==> src/design/mau_pkg.sv <==
// Shared types and constants for the modular arithmetic unit.
// Used by the divider, the modular accumulator and the top level; depends on nothing.
package mau_pkg;

  localparam int RES_W     = 63;  // residue and modulus width
  localparam int OPD_W     = 64;  // operand port width
  localparam int DVD_W     = 64;  // dividend width of the serial divider
  localparam int CMD_W     = 3;
  localparam int CNT_W     = 6;
  localparam int DEF_WIDTH = 64;

  localparam logic [CMD_W-1:0] CMD_ADD = 3'd0;
  localparam logic [CMD_W-1:0] CMD_SUB = 3'd1;
  localparam logic [CMD_W-1:0] CMD_MUL = 3'd2;
  localparam logic [CMD_W-1:0] CMD_DIV = 3'd3;
  localparam logic [CMD_W-1:0] CMD_INV = 3'd4;

  typedef enum logic [1:0] {
    MM_NOP,
    MM_CLR,
    MM_DBL,
    MM_ADD
  } mm_op_t;

  typedef struct packed {
    logic load;
    logic step;
  } div_ctrl_t;

  typedef enum logic [4:0] {
    ST_IDLE,
    ST_LOAD_A,
    ST_RED_A,
    ST_FIX_A,
    ST_LOAD_B,
    ST_RED_B,
    ST_FIX_B,
    ST_EXEC,
    ST_MUL_DBL,
    ST_MUL_ADD,
    ST_MUL_FIN,
    ST_INV_LOAD,
    ST_INV_DIV,
    ST_INV_ADD,
    ST_INV_UPD,
    ST_INV_FIN,
    ST_DONE
  } state_t;

endpackage

==> src/design/mau_divider.sv <==
// Bit-serial restoring divider: one quotient bit per step, most significant first.
// Depends on mau_pkg.
module mau_divider import mau_pkg::*; (
  input  logic             clk,
  input  div_ctrl_t        ctrl,
  input  logic [DVD_W-1:0] dividend,
  input  logic [RES_W-1:0] divisor,
  output logic [RES_W-1:0] rem,
  output logic             qbit
);

  logic [DVD_W-1:0] dvd;
  logic [RES_W-1:0] dsr;
  logic [RES_W:0]   trial;
  logic [RES_W:0]   diff;
  logic             ge;

  always_comb begin
    trial = {rem, dvd[DVD_W-1]};
    diff  = trial - {1'b0, dsr};
    ge    = (trial >= {1'b0, dsr});
  end

  always_ff @(posedge clk) begin
    if (ctrl.load) begin
      dvd  <= dividend;
      dsr  <= divisor;
      rem  <= '0;
      qbit <= 1'b0;
    end else if (ctrl.step) begin
      dvd  <= {dvd[DVD_W-2:0], 1'b0};
      rem  <= ge ? diff[RES_W-1:0] : trial[RES_W-1:0];
      qbit <= ge;
    end
  end

endmodule

==> config.mk <==
export PLATFORM = sky130hd
export DESIGN_NAME = mau_divider
export DESIGN_NICKNAME = d
export VERILOG_FILES = /design/src/design/mau_pkg.sv /design/src/design/mau_divider.sv
export SDC_FILE = /design/constraint.sdc
export NUM_CORES = 1
export LEC_CHECK = 0
export BUFFER_PORTS_ARGS = -buffer_cell sky130_fd_sc_hd__buf_2
export CORE_ASPECT_RATIO = 1.75
export CORE_MARGIN = 3
export CORE_UTILIZATION = 29
export DETAILED_ROUTE_END_ITERATION = 10
export SKIP_CTS_REPAIR_TIMING = 1
export SLEW_MARGIN = 25
export SYNTH_ARGS = -nofsm -noshare
export SYNTH_HDL_FRONTEND = slang
export SYNTH_SLANG_ARGS = --single-unit
==> constraint.sdc <==
create_clock -name clk -period 3.25 [get_ports clk]
set_input_delay 0.65 -clock clk [delete_from_list [all_inputs] [get_ports clk]]
set_output_delay 0.65 -clock clk [all_outputs]
set_load 0.02 [all_outputs]
**Yosys cells after proc, flatten, opt, wreduce, memory -nomap -nowiden**

Index checks and enable logic that the tools add are counted.
W data, S select, Z words.

- Input port bits: 130
- Register bits after elaboration: 191
- Word-level logic and storage cells: 10

- Order comparisons: 1
- Add/sub/neg operators: 1
- Reduce and logical (&&, ||, !) cells: 1
- Multiplexer cells: 3

Operators with widths:

| cell | number |
|---|---|
| $mux W64 | 2 |
| $ge A64 B63 Y1 | 1 |
| $mux W63 | 1 |
| $sub A63 B63 Y63 | 1 |
| $reduce_bool A2 Y1 | 1 |

**Logic depth before layout (Yosys ltp)**

- Depth after elaboration: 2
- Mapped depth: 16

**Worst setup path after synthesis**

OpenSTA, ideal clock, no wires.

- Path type: reg2reg
- From: register rem[0]
- To: register rem[62]
- Arrival time: 2.913 ns
- Library setup time: 0.115 ns
- Setup slack: 0.222 ns
- Cell stages (with the launch flop): 14
- Cell sequence: dfxtp_1 inv_1 fa_1 nor2b_1 o31a_1 o211ai_1 a21oi_1 o21ai_0 o31ai_1 a22o_1 o21ai_0 nor3_1 mux2i_1 o21a_1

- Longest elaborated chain between the ends: 2
- Elaborated cells between the ends (all ways): 3
- Those cells by class: 1 x add/sub; 1 x order compare; 1 x mux

RTL lines:

| item | RTL line | text |
|---|---|---|
| start, declared | mau_divider.sv:8 | `output logic [RES_W-1:0] rem,` |
| start signal, assigned | mau_divider.sv:32 | `rem <= ge ? diff[RES_W-1:0] : trial[RES_W-1:0];` |
| $sub A63 B63 Y63 / $ge A64 B63 Y1 (equally long branches) | mau_divider.sv:20, mau_divider.sv:21 |  |
| $mux W63 * | mau_divider.sv:32 |  |

Every way passes the cells marked *; elsewhere a longest branch is shown, timed or not.
A chain may end at the register's enable or synchronous reset.

**Worst setup path in the final report**

- From: register dsr[1]
- To: register rem[61]

- Longest elaborated chain between the ends: 2
- Elaborated cells between the ends (all ways): 3
- Those cells by class: 1 x add/sub; 1 x order compare; 1 x mux

RTL lines:

| item | RTL line | text |
|---|---|---|
| start, declared | mau_divider.sv:13 | `logic [RES_W-1:0] dsr;` |
| start signal, assigned | mau_divider.sv:27 | `dsr <= divisor;` |
| $sub A63 B63 Y63 / $ge A64 B63 Y1 (equally long branches) | mau_divider.sv:20, mau_divider.sv:21 |  |
| $mux W63 * | mau_divider.sv:32 |  |

Marked as above.

==> out/qor.yml <==
outcome: "complete, no violations"
die_y_um: 268
synth_xor_area_share_pct: 3.84
cts_sinks: 191
setup_violations: 0
synth_top_area_share_pct: 33.5
synth.area.mux_share_pct: 6.93
synth_area_per_cell_um2: 9.66
htree_num_levels: 4
overflow: 0
gp_congestion: 0.904
grt_pass1_wl_mm: 52.8
synthCells: 1179
relSlewSlack_pct: 62.1
portBuffers: 193
synth_compound_area_share_pct: 18.3
drt_iter0_markers: 342
worstPathMaxFanout: 3
end_kind: "register"
clock-root-buffer: "clkbuf_16"
synthDistinctLibCells: 71
rsz0062_at_grt: "yes"
worstMarginPinSlew_ps: 569
clock_skew_ps: 20.3
num_antenna_cells: 0
async_flop_share_pct: 0
syn_nets: 1373
path_clk_slew_ps: 80
yosys-top-cells-area: "edfxtp_1, dfxtp_1, ha_1, mux2_2, nand2_1"
hold_depth: 1
synth_flop_cell: "edfxtp_1"
first_pass_iters: 5
area_growth_pct: 30.9
clock_path_buffers: 2
vias_per_cell: 5.02
antenna_found_initial: 1
hold_slack_ps: 360
max_freq_ghz: 0.313
p_per_area_nw_per_um2: 530
coreArea_um2: 38600
synth_top_family_by_area: "compound AO/OA/AOI/OAI gates"
synth_warnings: 0
ant_nets: 0
worstPathRequired_ps: 3610
finalHoldViolCount: 0
ff2ff_setup_slack_ps: 60
slew_viol_final: 0
drive_gt1_share_pct: 34.0
min_period_ps: 3190
crit_path_cell_trace: "inv_2, ha_4, nor2b_4, o211ai_1, a31oi_2, or3_4, a31oi_4, buf_6, nor3_4, nor3b_2, buf_4, o21ai_4, and2_4, and3_4, o41ai_2"
grtUsageTotal_pct: 15.8
arrival_ps: 3550
dpl_worst_slack_ps: -228
p_leak_nw: 6.51
synth-edff-count: 127
dieArea_um2: 41800
finalCritPeriodShare_pct: 98.2
cts_tree: "yes"
grt_max_degree: 94
synthAdderAreaFrac_pct: 7.09
wirelength_mm: 33.5
ys_seq_area_share_pct: 44.7
nets: 1657
yosysTopAreaCell: "edfxtp_1"
dpl.hpwl_mm: 25.5
synthSimpleGateAreaFrac_pct: 14.0
vdd_drop_max_uv: 332
cts_buffers: 17
slowest_delay_ps: 440
min_path_type: "in -> reg"
initial_core_util_pct: 29.5
critPathKind: "reg -> reg"
start_kind: "register"
fp.dieW_um: 156
vias: 9854
drc: 0
drt-wirelength-per-cell_um: 17.1
fp-row-count: 95
ys_ff_latch: 191
synth_area_um2: 11400
max-cap-violations: 0
io_pins: 194
rr_worst_depth: 15
grt_pass1_vias: 10406
n_fill_cell: 3857
finalWorstSetupSlack_ps: 59.5
clock_latency_ps: 460
slowest_stage: "or3_4"
finalSetupTns_ps: 0
## flip-flops by register name, summed over array words and instances (netlist names)
register,cells
rem,63
qbit,1
dvd,64
dsr,63
## routing by layer
layer  part of all wire, %  vias to the layer above  track usage (%)
met3                   5.5                       66             4.13
met4                   3.4                        2             7.31
met1                    37                     4685             16.3
met2                    54                      244             29.5
met5                 0.030                        -                0
li1                      -                     4857                -
## power by group
| part | total, W | switching (W) | internal, W |
|---|---|---|---|
| clock network | 0.00210 | 0.000997 | 0.00110 |
| logic | 0.00280 | 0.00156 | 0.00125 |
| registers | 0.00299 | 0.000137 | 0.00286 |
## worst max-delay path, delay by kind of cell, from the launching register on
kind                       cells  cell delay (ps)
buffers and inverters          3              400
and+or+nand+nor                6             1100
adders and majority gates      1              190
DFF                            1              420
AOI/OAI and AO/OA              5             1010
## stage by stage
stage | cells | total power [W] | utilization (%) | instance area (um^2)
floorplan | 1179 | 0.00461 | - | 11400
finish | 1961 | 0.00790 | 38.6 | 14900
detailed placement | 1915 | 0.00557 | 35.4 | 13700
global placement | 1915 | 0.00554 | 35.4 | 13700
CTS | 1947 | 0.00772 | 36.8 | 14200
global route | 1961 | 0.00835 | 38.6 | 14900
## path summary, 6_finish.rpt
check	start	end
setup / recovery	dsr[1]$_DFFE_PP_	rem[61]$_SDFFE_PP0P_
hold / removal	divisor[30]	dsr[30]$_DFFE_PP_
setup reg to reg	dsr[1]$_DFFE_PP_	rem[61]$_SDFFE_PP0P_
hold reg to reg	qbit$_SDFFE_PP0P_	qbit$_SDFFE_PP0P_
## Yosys cell counts, types with 6 or more instances
library cell  instances
and3_1                8
o21bai_1             13
nand2_1             146
clkbuf_1             42
a211oi_1             12
buf_4                 6
a21oi_1              79
nor2b_1              14
o21ai_0              47
xnor2_1              31
nand3_1              14
xor2_1               19
mux2_2               63
a31oi_1              12
mux2i_1               8
and2_1                9
a311oi_1             41
nor2_1              105
o211ai_1             10
a21o_1               34
buf_2                 8
inv_1                84
nand4_1              17
o21a_1               12
nand2b_1              9
edfxtp_1            127
dfxtp_1              64
ha_1                 63
## area by class of cell
cell class	instances	area, um^2	share of cell area (%)
tap	485	607	4.07
clock buffer	20	457	3.06
multi-input combinational	845	6230	41.8
timing repair buffer	324	2100	14.1
clock inverter	12	105	0.705
inverter	84	315	2.11
sequential	191	5100	34.2
## placed cells by master, fill, tap and decap left out, types with 30 or more instances in the layout
cell	count
a21o_1	34
a21oi_1	70
a311oi_1	30
buf_2	191
buf_4	117
dfxtp_1	63
edfxtp_1	127
ha_1	53
inv_1	82
mux2_2	63
nand2_1	143
nor2_1	103
o21ai_0	37
xnor2_1	30
## kinds of logic after synthesis
family,after synthesis
DFF,191
AOI/OAI and AO/OA,308
xor gates and xnor gates,50
muxes,71
buffers and inverters,144
and+or+nand+nor,351
adders and majority gates,64
No activity file was read; power rests on OpenSTA's default activity.
