File: src/design/mau_pkg.sv
// Shared types and constants for the modular arithmetic unit.
// Used by the divider, the modular accumulator and the top level; depends on nothing.
package mau_pkg;

  localparam int RES_W     = 63;  // residue and modulus width
  localparam int OPD_W     = 64;  // operand port width
  localparam int DVD_W     = 64;  // dividend width of the serial divider
  localparam int CMD_W     = 3;
  localparam int CNT_W     = 6;
  localparam int DEF_WIDTH = 64;

  localparam logic [CMD_W-1:0] CMD_ADD = 3'd0;
  localparam logic [CMD_W-1:0] CMD_SUB = 3'd1;
  localparam logic [CMD_W-1:0] CMD_MUL = 3'd2;
  localparam logic [CMD_W-1:0] CMD_DIV = 3'd3;
  localparam logic [CMD_W-1:0] CMD_INV = 3'd4;

  typedef enum logic [1:0] {
    MM_NOP,
    MM_CLR,
    MM_DBL,
    MM_ADD
  } mm_op_t;

  typedef struct packed {
    logic load;
    logic step;
  } div_ctrl_t;

  typedef enum logic [4:0] {
    ST_IDLE,
    ST_LOAD_A,
    ST_RED_A,
    ST_FIX_A,
    ST_LOAD_B,
    ST_RED_B,
    ST_FIX_B,
    ST_EXEC,
    ST_MUL_DBL,
    ST_MUL_ADD,
    ST_MUL_FIN,
    ST_INV_LOAD,
    ST_INV_DIV,
    ST_INV_ADD,
    ST_INV_UPD,
    ST_INV_FIN,
    ST_DONE
  } state_t;

endpackage

File: src/design/mau_mulmod.sv
// Modular accumulator for Horner-style shift-and-add products: clears, doubles or adds mod n.
// Depends on mau_pkg.
module mau_mulmod import mau_pkg::*; (
  input  logic             clk,
  input  mm_op_t           op,
  input  logic [RES_W-1:0] n,
  input  logic [RES_W-1:0] x,
  output logic [RES_W-1:0] acc
);

  logic [RES_W:0] sum;
  logic [RES_W:0] red;

  always_comb begin
    if (op == MM_DBL) begin
      sum = {acc, 1'b0};
    end else begin
      sum = {1'b0, acc} + {1'b0, x};
    end
    red = (sum >= {1'b0, n}) ? sum - {1'b0, n} : sum;
  end

  always_ff @(posedge clk) begin
    case (op)
      MM_CLR:  acc <= '0;
      MM_DBL:  acc <= red[RES_W-1:0];
      MM_ADD:  acc <= red[RES_W-1:0];
      default: acc <= acc;
    endcase
  end

endmodule

File: config.mk
export PLATFORM = sky130hd
export DESIGN_NAME = mau_mulmod
export DESIGN_NICKNAME = d
export VERILOG_FILES = /design/src/design/mau_pkg.sv /design/src/design/mau_mulmod.sv
export SDC_FILE = /design/constraint.sdc
export NUM_CORES = 1
export LEC_CHECK = 0
export ABC_CLOCK_PERIOD_IN_PS = 6800
export BUFFER_PORTS_ARGS = -buffer_cell sky130_fd_sc_hd__buf_4
export CORE_MARGIN = 3
export CORE_UTILIZATION = 55
export DETAILED_ROUTE_END_ITERATION = 10
export HOLD_SLACK_MARGIN = 0.1
export PLACE_DENSITY = 0.78
export SLEW_MARGIN = 20
export SYNTH_ARGS = -nofsm -noshare
export SYNTH_HDL_FRONTEND = slang
export SYNTH_SLANG_ARGS = --single-unit
File: constraint.sdc
create_clock -name clk -period 6.8 [get_ports clk]
set_input_delay 1.36 -clock clk [delete_from_list [all_inputs] [get_ports clk]]
set_output_delay 1.36 -clock clk [all_outputs]
set_load 0.02 [all_outputs]
### Word-level counts from Yosys, hierarchy flattened

Index checks and enable logic that the tools add are counted.

* register bits: 63
* output and inout bits: 63
* logic and storage cells: 12

* $lt $le $gt $ge: 1
* reductions and logical operators: 2
* multiplexer cells: 3
* add/sub/neg operators: 2
* eq/ne operators: 3

Operators with widths (number)
* $pmux 63 s2: 1
* $add 63x63->64: 1
* $ge 64x63->1: 1
* $mux 64: 1
* $mux 63: 1
* $sub 63x63->63: 1
* $eq 2x2->1 const B: 2
* $eq 2x1->1 const B: 1
* $reduce_bool 2->1: 1
* $reduce_or 2->1: 1

### Longest topological paths before layout

* depth after elaboration: 5
* mapped depth: 25
* depth with buffers taken out: 22

### Least setup slack after synthesis

OpenSTA, ideal clock, no wires.

* path type: in2reg
* from: in x[0]
* to: reg acc[58], data pin
* cell stages on the path: 23
* data required time: 6544 ps
* library setup time: 256 ps
* data arrival time: 5871 ps
* path slack: 673 ps
* path buffers: 1
* cells stage by stage: ha_1 -> fa_1 -> a21o_1 -> a311o_1 -> o2111ai_2 -> o41ai_4 -> a21oi_1 -> o21ai_0 -> a21oi_1 -> xnor2_1 -> a21oi_1 -> ha_1 -> clkbuf_1 -> nand2_1 -> nor3_1 -> a211oi_1 -> or4bb_1 -> a31o_2 -> a31oi_2 -> a32oi_1 -> o31ai_1 -> xor2_1 -> a22o_1

* word-level cells in the longest chain between the ends: 5

Ends and longest elaborated chain
* start: declaration: RTL line mau_mulmod.sv:7 `input logic [RES_W-1:0] x,`
* $add 63x63->64 (*): RTL line mau_mulmod.sv:18 `sum = {1'b0, acc} + {1'b0, x};`
* $mux 64 (*): RTL line mau_mulmod.sv:15 `if (op == MM_DBL) begin`
* $sub 63x63->63 or $ge 64x63->1 (tied branches): RTL line mau_mulmod.sv:20 `red = (sum >= {1'b0, n}) ? sum - {1'b0, n} : sum;`
* $mux 63 (*): RTL line mau_mulmod.sv:20
* $pmux 63 s2 (*): RTL line mau_mulmod.sv:24 `case (op)`
* end signal: assignment: RTL line mau_mulmod.sv:26 `MM_DBL: acc <= red[RES_W-1:0];`
* end signal: assignment: RTL line mau_mulmod.sv:27 `MM_ADD: acc <= red[RES_W-1:0];`
* end: declaration: RTL line mau_mulmod.sv:8 `output logic [RES_W-1:0] acc`

Every way passes the cells marked *; elsewhere a longest branch is shown, timed or not.
A chain may end at the register's enable or synchronous reset.

### Worst setup path in the final report

* from: in x[0]
* to: reg acc[15], data pin

The elaborated chain is that of the path after synthesis.

==> results by group <==
Cells and area
  • Number of nets in the layout: 2,034
  • Sequential cell area: 0.00189 mm²
  • Max reg flops: 63
  • Diodes inserted: 0
  • Footprint of the multi-input gates: 0.00885 mm²
  • Regs by FF count: acc (63)
  • Share of layout cells above drive strength 1: 19.4%
  • P&R area growth vs syn: 21.7%
  • Most flop-heavy register: acc
  • Final Util: 69.5%
  • FILL cells: 1,735

Clocking
  • CTS Hold Bufs: 0
  • H-tree levels: 3
  • CTS Buffer Depth: 2
  • Skew-Pair Late Insertion Delay: 0.33 ns
  • TritonCTS Buffers: 9
  • Root Buffer: clkbuf_16
  • Clk slew on worst S/H paths: 0.06 ns
  • Clock tree from TritonCTS: yes
  • Clk sinks: 63

Setup path
  • Most frequent cell on the critical path: buf_4
  • Slowest-stage cell, CP: fa_1
  • Worst path arrival time: 6.62 ns
  • CP max stage delay: 0.43 ns
  • Worst-path maximum fanout: 5
  • CP Class: input port to flop
  • CP endpoint kind: flop
  • Worst path bufs/invs: 3
  • Worst Setup Start Kind: input port
  • Delay-heaviest family, CP: compound AO/OA/AOI/OAI gates
  • Required @ worst endpoint: 6.88 ns

Timing
  • Fin crit share: 96.3%
  • Slew at the pin closest to its max-slew limit: 0.826 ns
  • Setup violators final: 0
  • Clock Skew: 0.0104 ns
  • Max Slew Vio Count: 0
  • Highest clock rate: 153 MHz
  • Period minus WS final: 6.55 ns
  • RSZ-0062 raised after global routing: false
  • Slew margin rel.: 44.9%
  • Final Hold Fails: 0

Die
  • # IOs: 192
  • DIE AREA: 0.0224 mm²
  • Rows: 51
  • DIE HEIGHT: 150 µm
  • Die Width: 150 µm
  • Starting Density: 57.2%
  • CORE AREA: 0.0198 mm²

Yosys
  • Syn Nets: 1,828
  • Area leader, netlist: edfxtp_1
  • EDFF count, synth: 63
  • Top_reg_cell synth: edfxtp_1
  • Post-synth top area share: 16.7%
  • Synth area leaders: edfxtp_1 (17%), ha_1 (14%), a21oi_1 (11%), nand2_1 (6.0%), nor2_1 (5.0%)
  • Cell Area, Synth: 0.0113 mm²
  • Distinct cell type count of the synthesized netlist: 93
  • Mapped Cells: 1,571
  • Yosys warns: 0
  • Async SR Flop Fraction: 0%
  • Yosys reg bits: 63
  • Sequential area share after synthesis: 16.7%
  • Synthesized area per cell: 7.22 µm²

Global route
  • Tot GR Track Use: 36.0%
  • Largest net degree at the start of global routing: 74
  • Vias in the first global route: 11.7k
  • Total gr overflow: 0
  • First-pass GRT wire length: 63,700 µm
  • Initial antenna violation count: 0

Drt
  • ANT nets after route: 0
  • Routed len/inst: 20.5 µm
  • Pre-antenna DRT Iters: 5
  • Vias per Instance: 6.41
  • Via count: 13.1k
  • Iteration-0 DRC Markers: 1,525
  • Drt drc: 0
  • Final WL: 42,000 µm

Run status
  • Outcome: finished clean

Place
  • Placer Congestion: 1.07
  • Port Buf Inserts: 191
  • DPL Wire Length: 34,900 µm

Job
  • Max Cap Violations: 0

Worst hold path
  • Worst min path class: flop to flop
kinds of logic after synthesis:
logic type,after synthesis,synth area share [%]
XOR/XNOR,108,8.34
buffers and inverters,173,6.19
AND/OR/NAND/NOR,504,20.5
multiplexers,9,0.838
AO/OA/AOI/OAI,586,33.2
flip-flops,63,16.7
adder cells (fa/ha/maj),128,14.3
synthesized netlist by cell type, types with 5 or more instances:
master,instances
a21oi_1,238
nand2_1,181
nor2_1,151
ha_1,126
inv_1,94
o21ai_0,77
edfxtp_1,63
xnor2_1,63
a21o_1,47
clkbuf_1,47
xor2_1,45
nand4_1,39
nand3_1,34
a211oi_1,29
o21bai_1,24
o21a_1,21
buf_2,20
nor3_1,19
o31ai_1,15
o211ai_1,14
o21ai_1,14
a22o_1,12
a31oi_1,12
nand2b_1,11
nor2b_1,11
and2_1,9
or3_1,9
a211o_1,7
and3_1,7
a21boi_0,6
or2_2,6
buf_4,5
mux2i_1,5
through the flow:
step                      setup WS, ns  instances  hold slack [ns]  setup TNS, ns  area (µm²)
after global placement         -0.0829       2029            0.738          -1.06       13400
after global routing           0.00184       2047            0.813              0       13800
after CTS                       0.0525       2045            0.763              0       13700
after detailed placement        -0.268       2029            0.750          -4.25       13400
after floorplan                  0.673       1571            0.836              0       11300
final                            0.255       2047            0.758              0       13800
worst reg2reg max path, stage by stage, from the launching register on:
cell,delay [ns]
edfxtp_1,0.53
ha_1,0.37
buf_4,0.16
nand4_2,0.14
or4b_1,0.54
o31ai_2,0.33
o21bai_1,0.20
o21ai_1,0.30
a21oi_1,0.14
xor2_1,0.20
a21oi_2,0.27
ha_2,0.39
a21oi_1,0.18
o21ai_0,0.13
a311oi_1,0.37
or2_2,0.18
a31o_2,0.15
nand3_1,0.07
o21ai_1,0.22
buf_4,0.17
and2_1,0.23
buf_4,0.21
nor2_1,0.06
a311oi_1,0.23
layout by cell type (no fill, tap or decap), types with 34 or more instances in the layout:
cell type,count
a21o_1,47
a21oi_1,234
buf_4,269
edfxtp_1,63
ha_1,123
inv_1,94
nand2_1,181
nand3_1,34
nand4_1,39
nor2_1,151
o21ai_0,74
xnor2_1,62
xor2_1,45
layer usage:
| metal | vias to the layer above | track usage [%] | share of wire (%) | wire (µm) |
|---|---|---|---|---|
| met3 | 65 | 8.66 | 14 | 5890 |
| met4 | 0 | 6.64 | 2.0 | 821 |
| met5 | - | 0 | 0 | 0 |
| met1 | 6035 | 57.8 | 46 | 19200 |
| met2 | 836 | 48.5 | 38 | 16100 |
| li1 | 6193 | - | - | - |
cell type report:
class,count,area share (%)
Multi-Input combinational cell,1335,64.2
Inverter,97,2.64
Clock inverter,6,0.617
Sequential cell,63,13.7
Timing Repair Buffer,271,14.8
Tap cell,265,2.40
Clock buffer,10,1.66
path summary, 6_finish.rpt:
path                                end     from  cells after the start  slack, ns
worst min register to register   acc[1]   acc[0]                      2       0.76
worst max register to register   acc[1]  acc[18]                     23       0.85
worst max-delay path            acc[15]     x[0]                     25       0.25
worst min-delay path             acc[1]   acc[0]                      2       0.76
what timing repair did:
item / CTS / global route
setup endpoints to repair: 0 / 63
gates resized for setup: 0 / 25
buffers inserted: 0 / 2
Power is not shown: default switching activity piles up to over one toggle a cycle in this logic, so the estimate is an artifact.
